File: config.mk
export PLATFORM = sky130hd
export DESIGN_NAME = boost_headroom_regulator_unit
export DESIGN_NICKNAME = d
export VERILOG_FILES = /design/src/rtl/bhr_pkg.sv /design/src/rtl/bhr_front.sv /design/src/rtl/bhr_queue.sv /design/src/rtl/bhr_back.sv /design/src/rtl/boost_headroom_regulator_unit.sv
export SDC_FILE = /design/constraint.sdc
export NUM_CORES = 1
export LEC_CHECK = 0
export BUFFER_PORTS_ARGS = -buffer_cell sky130_fd_sc_hd__buf_2
export CAP_MARGIN = 5
export CORE_UTILIZATION = 40
export DETAILED_ROUTE_END_ITERATION = 10
export HOLD_SLACK_MARGIN = 0.08
export PLACE_DENSITY = 0.63
export SKIP_CTS_REPAIR_TIMING = 1
export SLEW_MARGIN = 0
export SYNTH_ARGS = -nofsm -noshare
export SYNTH_HDL_FRONTEND = slang
export SYNTH_HIERARCHICAL = 1
export SYNTH_SLANG_ARGS = --single-unit
File: constraint.sdc
create_clock -name clk -period 27.3 [get_ports clk]
set_clock_uncertainty 0.1 [all_clocks]
set_input_delay 1.365 -clock clk [delete_from_list [all_inputs] [get_ports clk]]
set_output_delay 1.365 -clock clk [all_outputs]
set_load 0.05 [all_outputs]
File: src/rtl/bhr_pkg.sv
package bhr_pkg;

	localparam int unsigned VOLT_W   = 16;
	localparam int unsigned HEAD_W   = 17;
	localparam int unsigned MIN_W    = 18;
	localparam int unsigned FILT_W   = 26;
	localparam int unsigned FRAC_W   = 8;
	localparam int unsigned DIFF_W   = 27;
	localparam int unsigned PROD_W   = 39;
	localparam int unsigned GAIN_SH  = 14;
	localparam int unsigned STEP_W   = 10;
	localparam int unsigned CMD_W    = 16;
	localparam int unsigned SUM_W    = 18;
	localparam int unsigned IDX_W    = 3;

	localparam logic signed [MIN_W-1:0]  MIN_CEILING  = 18'sd100000;
	localparam logic signed [FILT_W-1:0] FILTER_START = 26'sd512000;
	localparam logic signed [PROD_W-1:0] FILTER_GAIN  = 39'sd1638;

	localparam logic [IDX_W-1:0] REG_MARGIN_LO       = 3'd0;
	localparam logic [IDX_W-1:0] REG_MARGIN_HI       = 3'd1;
	localparam logic [IDX_W-1:0] REG_STEP_UP         = 3'd2;
	localparam logic [IDX_W-1:0] REG_STEP_DOWN       = 3'd3;
	localparam logic [IDX_W-1:0] REG_COMMAND_FLOOR   = 3'd4;
	localparam logic [IDX_W-1:0] REG_COMMAND_CEILING = 3'd5;
	localparam logic [IDX_W-1:0] REG_COMMAND_START   = 3'd6;

	localparam logic [VOLT_W-1:0] RST_MARGIN_LO       = 16'd2250;
	localparam logic [VOLT_W-1:0] RST_MARGIN_HI       = 16'd2750;
	localparam logic [STEP_W-1:0] RST_STEP_UP         = 10'd1;
	localparam logic [STEP_W-1:0] RST_STEP_DOWN       = 10'd1;
	localparam logic [CMD_W-1:0]  RST_COMMAND_FLOOR   = 16'd0;
	localparam logic [CMD_W-1:0]  RST_COMMAND_CEILING = 16'd60000;
	localparam logic [CMD_W-1:0]  RST_COMMAND_START   = 16'd45000;

	typedef struct packed {
		logic [VOLT_W-1:0] margin_lo;
		logic [VOLT_W-1:0] margin_hi;
		logic [STEP_W-1:0] step_up;
		logic [STEP_W-1:0] step_down;
		logic [CMD_W-1:0]  command_floor;
		logic [CMD_W-1:0]  command_ceiling;
		logic [CMD_W-1:0]  command_start;
	} cfg_t;

	typedef struct packed {
		logic not_empty;
		logic full;
	} q_stat_t;

	typedef struct packed {
		logic pop;
		logic s1_valid;
	} back_stat_t;

endpackage

File: src/rtl/bhr_front.sv
module bhr_front (
	input  logic                      clk,
	input  logic                      arst_n,
	input  logic                      in_valid,
	output logic                      in_ready,
	input  logic [15:0]               chan_mv,
	input  logic [15:0]               channel_current,
	input  logic                      last_channel,
	input  bhr_pkg::q_stat_t          q_stat,
	output logic                      push,
	output logic signed [16:0]        push_min
);
	import bhr_pkg::*;

	logic                     acc;
	logic signed [HEAD_W-1:0] head;
	logic signed [MIN_W-1:0]  head_ext;
	logic signed [MIN_W-1:0]  next_min;
	logic signed [MIN_W-1:0]  run_min_q;

	assign in_ready = !q_stat.full;
	assign acc      = in_valid && in_ready;
	assign head     = $signed({1'b0, chan_mv}) - $signed({1'b0, channel_current});
	assign head_ext = MIN_W'(head);
	assign next_min = (head_ext < run_min_q) ? head_ext : run_min_q;

	// a closed frame minimum never exceeds one channel headroom
	assign push     = acc && last_channel;
	assign push_min = next_min[HEAD_W-1:0];

	always_ff @(posedge clk or negedge arst_n) begin
		if (!arst_n) begin
			run_min_q <= MIN_CEILING;
		end else if (acc) begin
			run_min_q <= last_channel ? MIN_CEILING : next_min;
		end
	end

endmodule

File: src/rtl/bhr_queue.sv
module bhr_queue (
	input  logic               clk,
	input  logic               arst_n,
	input  logic               push,
	input  logic signed [16:0] push_min,
	input  logic               pop,
	output logic signed [16:0] head_min,
	output bhr_pkg::q_stat_t   q_stat
);
	import bhr_pkg::*;

	logic signed [HEAD_W-1:0] slot_q [2];
	logic                     wr_ptr_q;
	logic                     rd_ptr_q;
	logic [1:0]               count_q;

	assign head_min         = slot_q[rd_ptr_q];
	assign q_stat.not_empty = (count_q != 2'd0);
	assign q_stat.full      = (count_q == 2'd2);

	always_ff @(posedge clk) begin
		if (push) begin
			slot_q[wr_ptr_q] <= push_min;
		end
	end

	always_ff @(posedge clk or negedge arst_n) begin
		if (!arst_n) begin
			wr_ptr_q <= 1'b0;
			rd_ptr_q <= 1'b0;
			count_q  <= 2'd0;
		end else begin
			if (push) begin
				wr_ptr_q <= !wr_ptr_q;
			end
			if (pop) begin
				rd_ptr_q <= !rd_ptr_q;
			end
			case ({push, pop})
				2'b10:   count_q <= count_q + 2'd1;
				2'b01:   count_q <= count_q - 2'd1;
				default: count_q <= count_q;
			endcase
		end
	end

endmodule

File: src/rtl/bhr_back.sv
module bhr_back (
	input  logic                clk,
	input  logic                arst_n,
	input  bhr_pkg::cfg_t       cfg,
	input  logic                start_load,
	input  logic [15:0]         start_value,
	input  logic                q_not_empty,
	input  logic signed [16:0]  head_min,
	output bhr_pkg::back_stat_t stat,
	output logic                out_valid,
	input  logic                out_ready,
	output logic [15:0]         boost_command,
	output logic signed [16:0]  filtered_headroom,
	output logic signed [16:0]  frame_minimum
);
	import bhr_pkg::*;

	logic                      s1_valid_q;
	logic signed [HEAD_W-1:0]  fmin_s1;
	logic signed [FILT_W-1:0]  filter_q;
	logic [CMD_W-1:0]          command_q;
	logic                      out_valid_q;

	logic                      adv2;
	logic                      pop;
	logic signed [DIFF_W-1:0]  diff;
	logic signed [PROD_W-1:0]  prod;
	logic signed [FILT_W-1:0]  filter_next;
	logic signed [FILT_W-1:0]  low_fx;
	logic signed [FILT_W-1:0]  high_fx;
	logic signed [SUM_W-1:0]   cmd_sum;
	logic signed [SUM_W-1:0]   cmd_ceil;
	logic [CMD_W-1:0]          cmd_new;

	assign adv2 = s1_valid_q && (!out_valid_q || out_ready);
	assign pop  = q_not_empty && (!s1_valid_q || adv2);

	assign stat.pop      = pop;
	assign stat.s1_valid = s1_valid_q;

	// first-order filter, increment rounded toward minus infinity
	assign diff        = DIFF_W'($signed({head_min, {FRAC_W{1'b0}}})) - DIFF_W'(filter_q);
	assign prod        = PROD_W'(diff) * FILTER_GAIN;
	assign filter_next = filter_q + FILT_W'(prod >>> GAIN_SH);

	assign low_fx  = $signed({2'b00, cfg.margin_lo, {FRAC_W{1'b0}}});
	assign high_fx = $signed({2'b00, cfg.margin_hi, {FRAC_W{1'b0}}});

	always_comb begin
		if (filter_q < low_fx) begin
			cmd_sum = $signed({2'b00, command_q}) + $signed({8'b0, cfg.step_up});
		end else if (filter_q > high_fx) begin
			cmd_sum = $signed({2'b00, command_q}) - $signed({8'b0, cfg.step_down});
		end else begin
			cmd_sum = $signed({2'b00, command_q});
		end
		if (cmd_sum > $signed({2'b00, cfg.command_ceiling})) begin
			cmd_ceil = $signed({2'b00, cfg.command_ceiling});
		end else begin
			cmd_ceil = cmd_sum;
		end
		// floor last, so it wins over the ceiling
		if (cmd_ceil < $signed({2'b00, cfg.command_floor})) begin
			cmd_new = cfg.command_floor;
		end else begin
			cmd_new = cmd_ceil[CMD_W-1:0];
		end
	end

	always_ff @(posedge clk or negedge arst_n) begin
		if (!arst_n) begin
			s1_valid_q  <= 1'b0;
			out_valid_q <= 1'b0;
			filter_q    <= FILTER_START;
			command_q   <= RST_COMMAND_START;
		end else begin
			if (pop) begin
				s1_valid_q <= 1'b1;
				filter_q   <= filter_next;
			end else if (adv2) begin
				s1_valid_q <= 1'b0;
			end
			if (adv2) begin
				out_valid_q <= 1'b1;
			end else if (out_ready) begin
				out_valid_q <= 1'b0;
			end
			if (start_load) begin
				command_q <= start_value;
			end else if (adv2) begin
				command_q <= cmd_new;
			end
		end
	end

	always_ff @(posedge clk) begin
		if (pop) begin
			fmin_s1 <= head_min;
		end
		if (adv2) begin
			boost_command     <= cmd_new;
			filtered_headroom <= filter_q[FILT_W-2:FRAC_W];
			frame_minimum     <= fmin_s1;
		end
	end

	assign out_valid = out_valid_q;

endmodule

File: src/rtl/boost_headroom_regulator_unit.sv
// boost headroom regulator
// input channel: one word per channel sample (voltage, current, last_channel
// mark) on in_valid/in_ready. headroom is voltage minus current; a running
// minimum is kept until the word marked last_channel closes the frame.
// output channel: one word per frame on out_valid/out_ready carrying the
// new clamped boost command, the filtered headroom and the frame minimum.
// throughput: one sample word per cycle while the frame queue is not full,
// and frames may be one word long. a closing word passes the frame queue,
// the filter stage and the output register before out_valid rises.
// the filter multiply sits in its own stage, the command step and clamp in
// the output stage; a two-word frame queue splits input and output sides.
// receiver stall: the output word holds, the filter stage and the queue
// fill, then in_ready drops once the queue is full.
// reset: config registers return to their defaults, the filter to 2000 mV,
// the command to 45000 mV and the running minimum to 100000 mV.
// writing command_start also loads the command at once.
module boost_headroom_regulator_unit (
	input  logic               clk,
	input  logic               arst_n,
	input  logic               in_valid,
	output logic               in_ready,
	input  logic [15:0]        chan_mv,
	input  logic [15:0]        channel_current,
	input  logic               last_channel,
	output logic               out_valid,
	input  logic               out_ready,
	output logic [15:0]        boost_command,
	output logic signed [16:0] filtered_headroom,
	output logic signed [16:0] frame_minimum,
	input  logic               cfg_we,
	input  logic [2:0]         cfg_index,
	input  logic [15:0]        cfg_data
);
	import bhr_pkg::*;

	cfg_t                     cfg_q;
	q_stat_t                  q_stat;
	back_stat_t               back_stat;
	logic                     push;
	logic signed [HEAD_W-1:0] push_min;
	logic signed [HEAD_W-1:0] head_min;
	logic                     start_load;

	always_ff @(posedge clk or negedge arst_n) begin
		if (!arst_n) begin
			cfg_q.margin_lo       <= RST_MARGIN_LO;
			cfg_q.margin_hi       <= RST_MARGIN_HI;
			cfg_q.step_up         <= RST_STEP_UP;
			cfg_q.step_down       <= RST_STEP_DOWN;
			cfg_q.command_floor   <= RST_COMMAND_FLOOR;
			cfg_q.command_ceiling <= RST_COMMAND_CEILING;
			cfg_q.command_start   <= RST_COMMAND_START;
		end else if (cfg_we) begin
			case (cfg_index)
				REG_MARGIN_LO:       cfg_q.margin_lo       <= cfg_data;
				REG_MARGIN_HI:       cfg_q.margin_hi       <= cfg_data;
				REG_STEP_UP:         cfg_q.step_up         <= cfg_data[STEP_W-1:0];
				REG_STEP_DOWN:       cfg_q.step_down       <= cfg_data[STEP_W-1:0];
				REG_COMMAND_FLOOR:   cfg_q.command_floor   <= cfg_data;
				REG_COMMAND_CEILING: cfg_q.command_ceiling <= cfg_data;
				REG_COMMAND_START:   cfg_q.command_start   <= cfg_data;
				default:             cfg_q <= cfg_q;
			endcase
		end
	end

	assign start_load = cfg_we && (cfg_index == REG_COMMAND_START);

	bhr_front u_front (
		.clk             (clk),
		.arst_n          (arst_n),
		.in_valid        (in_valid),
		.in_ready        (in_ready),
		.chan_mv         (chan_mv),
		.channel_current (channel_current),
		.last_channel    (last_channel),
		.q_stat          (q_stat),
		.push            (push),
		.push_min        (push_min)
	);

	bhr_queue u_queue (
		.clk      (clk),
		.arst_n   (arst_n),
		.push     (push),
		.push_min (push_min),
		.pop      (back_stat.pop),
		.head_min (head_min),
		.q_stat   (q_stat)
	);

	bhr_back u_back (
		.clk               (clk),
		.arst_n            (arst_n),
		.cfg               (cfg_q),
		.start_load        (start_load),
		.start_value       (cfg_data),
		.q_not_empty       (q_stat.not_empty),
		.head_min          (head_min),
		.stat              (back_stat),
		.out_valid         (out_valid),
		.out_ready         (out_ready),
		.boost_command     (boost_command),
		.filtered_headroom (filtered_headroom),
		.frame_minimum     (frame_minimum)
	);

	a_pop_not_empty: assert property (@(posedge clk) disable iff (!arst_n)
		back_stat.pop |-> q_stat.not_empty)
		else $error("frame queue popped while empty");

	a_push_lands: assert property (@(posedge clk) disable iff (!arst_n)
		push |=> q_stat.not_empty)
		else $error("closed frame word lost in queue");

	a_out_from_stage: assert property (@(posedge clk) disable iff (!arst_n)
		$rose(out_valid) |-> $past(back_stat.s1_valid))
		else $error("output word without filter stage word");

	a_full_blocks_input: assert property (@(posedge clk) disable iff (!arst_n)
		q_stat.full |-> !in_ready)
		else $error("input taken while frame queue full");

endmodule
==> run summary <==
### Run status
- **outcome** finished, final reports clean

### Worst setup path
- **CP peak stage delay** 0.90 ns
- **Crit path required time** 27.66 ns
- **worst setup path category** reg -> reg
- **worst setup path start** u_queue/rd_ptr_q
- **start of the worst register-to-register path** u_queue/rd_ptr_q
- **kind of cell adding the most delay to the critical path** adder cells
- **most prevalent standard cell on the critical path** sky130_fd_sc_hd__ha_1
- **kind of launch point of the worst setup path** register
- **Crit path arrival time** 10.28 ns
- **capturing element type of the critical path** register
- **buffer and inverter count on the worst path** 1
- **largest fanout of any net on the critical path** 18
- **cell type of the slowest stage on the worst timing path** sky130_fd_sc_hd__dfrtp_1

### Layout
- **diode insertion count for antenna repair** 0
- **share of final-layout standard cells stronger than drive strength 1** 17.92%
- **area growth from synthesis to layout** 10.87%
- **fillers** 4,799
- **Layout Utilization** 45.09%
- **area of the multi-input gates** 0.01268 sq mm
- **Sequential cell area** 0.006840 sq mm
- **fin nets** 2,541

### Timing
- **Slew Limit Headroom** 21.35%
- **period utilisation layout** 36.34%
- **minimum period implied by the final worst setup slack** 9.921 ns
- **unrepaired setup endpoints after global routing** false
- **Worst Tran Pin Value** 1.175 ns
- **Peak Freq** 100.8 MHz
- **Hold Fails Final Rpt** 0
- **sum of negative setup slack** 0 ns
- **Final setup violation count** 0
- **final-report max-slew violation count** 0

### Synth
- **Avg Synthesized Cell Area** 10.32 sq um
- **Yosys Warn Count** 6
- **number of nets in the synthesized netlist** 2,431
- **post-synthesis cell count** 2,030
- **combined area of all synthesized cells** 0.02095 sq mm

### Floorplan
- **die outline height** 230.8 microns
- **floorplan die area** 0.05329 sq mm
- **effective utilization at floorplan** 40.67%
- **horizontal die dimension** 230.8 microns
- **Placement Rows** 83
- **num ports** 109
- **core footprint** 0.05151 sq mm

### Placed design
- **final estimated routing congestion in global placement** 0.8985
- **PortBufs** 108
- **HPWL after detailed placement** 39,650 microns

### Detailed routing
- **average via count per standard cell** 5.200
- **post-detailed-route count of antenna-violating nets** 0
- **number of DRC violations after detailed-routing iteration 0** 745
- **per-cell routed wire length** 17.75 microns
- **number of iterations in the first detailed-routing pass** 5
- **Vias** 14.80k
- **total DRC errors in the routed layout** 0
- **final wirelength** 50,490 microns

### Worst hold path
- **startpoint of the lowest-slack hold path** u_back/fmin_s1[13]
- **Hold Path Class** reg -> reg

### Global route
- **GR Overflow Total** 0
- **GR Util All Layers** 19.07%
- **largest net degree at the start of global routing** 78
- **first-pass GRT wire length** 80,830 microns
- **via count of the first global-routing pass** 15.11k
- **number of antenna violations at the first check in global routing** 0

### Clock tree
- **clock buffer count from CTS** 31
- **Sink Count** 251
- **clock latency reported for the late side of the worst-skew pair** 0.60 ns
- **clock tree from TritonCTS** yes
- **clk slew on worst S/H paths** 0.06 ns
- **H-tree depth** 1
- **Max Buffers Root-to-Sink** 3
- **clock tree root buffer cell** sky130_fd_sc_hd__clkbuf_16

### Job
- **MaxCap Viol Count** 0

[final timing paths]
path,depth (start not counted),slack [ns],to
max,35,17.38,u_back/filter_q[25]
min,0,0.31,u_back/frame_minimum[13]
max reg2reg,35,17.38,u_back/filter_q[25]
min reg2reg,0,0.31,u_back/frame_minimum[13]
max in group asynchronous,2,24.87,cfg_q[76]
min in group asynchronous,1,0.72,cfg_q[65]
[layout by cell type (no fill, tap or decap), types with 7 or more instances in the layout]
cell type                     n
sky130_fd_sc_hd__inv_1      307
sky130_fd_sc_hd__a21o_1      47
sky130_fd_sc_hd__mux2_4      20
sky130_fd_sc_hd__o21a_1      19
sky130_fd_sc_hd__ha_1       258
sky130_fd_sc_hd__nor2b_1     13
sky130_fd_sc_hd__dfrtp_1    107
sky130_fd_sc_hd__dfstp_2     43
sky130_fd_sc_hd__buf_4        9
sky130_fd_sc_hd__mux2i_1     11
sky130_fd_sc_hd__fa_1        86
sky130_fd_sc_hd__nand2_1    117
sky130_fd_sc_hd__clkbuf_16   31
sky130_fd_sc_hd__a21oi_1    117
sky130_fd_sc_hd__nand4_1     21
sky130_fd_sc_hd__xnor2_1     84
sky130_fd_sc_hd__a211oi_1    19
sky130_fd_sc_hd__o211ai_1    11
sky130_fd_sc_hd__or3_1        8
sky130_fd_sc_hd__a22o_1       9
sky130_fd_sc_hd__o31ai_1      8
sky130_fd_sc_hd__o21bai_1     9
sky130_fd_sc_hd__o21ai_0     89
sky130_fd_sc_hd__nand3_1     17
sky130_fd_sc_hd__mux2_2     126
sky130_fd_sc_hd__nor2_1      92
sky130_fd_sc_hd__nand2b_1    20
sky130_fd_sc_hd__buf_2      107
sky130_fd_sc_hd__and3_1      11
sky130_fd_sc_hd__edfxtp_1   101
sky130_fd_sc_hd__nor3_1      33
sky130_fd_sc_hd__clkbuf_1     7
sky130_fd_sc_hd__a31oi_1     10
sky130_fd_sc_hd__nor3b_1      8
sky130_fd_sc_hd__xor2_1      55
[flip-flops by register name (all words and copies together), names as in the netlist]
register                  flops
cfg_q                        84
u_back/boost_command         16
u_back/command_q             16
u_back/filter_q              26
u_back/filtered_headroom     17
u_back/fmin_s1               17
u_back/frame_minimum         17
u_back/out_valid              1
u_back/s1_valid_q             1
u_front/run_min_q            18
u_queue/count_q               2
u_queue/rd_ptr_q              1
u_queue/slot_q               34
u_queue/wr_ptr_q              1
[layer usage]
metal | track usage (%) | up-vias | wire length [microns]
met1 | 25.01 | 7144 | 23270
met3 | 2.149 | 66 | 1801
met2 | 32.96 | 291 | 24140
met5 | 0 | - | 0
li1 | - | 7294 | -
met4 | 5.464 | 0 | 1277
[cell type report]
class                           count  share of cell area, %
Inverter                          308                  4.978
Timing Repair Buffer              117                  2.645
Clock inverter                     20                  1.207
Clock buffer                       38                  3.453
Sequential cell                   251                  29.45
Multi-Input combinational cell   1431                  54.60
Tap cell                          680                  3.663
[through the flow]
stage / hold slack, ns / setup WS, ns / instance area, sq um / cells
after global placement: 0.3055 / 17.56 / 22140 / 2787
after CTS: 0.3093 / 17.40 / 23220 / 2845
after floorplan: 0.3003 / 18.60 / 20950 / 2030
final: 0.3146 / 17.38 / 23220 / 2845
after global routing: 0.3215 / 16.62 / 23220 / 2845
after detailed placement: 0.3057 / 17.46 / 22140 / 2787
Power is not shown: default switching activity piles up to over one toggle a cycle in this logic, so the estimate is an artifact.
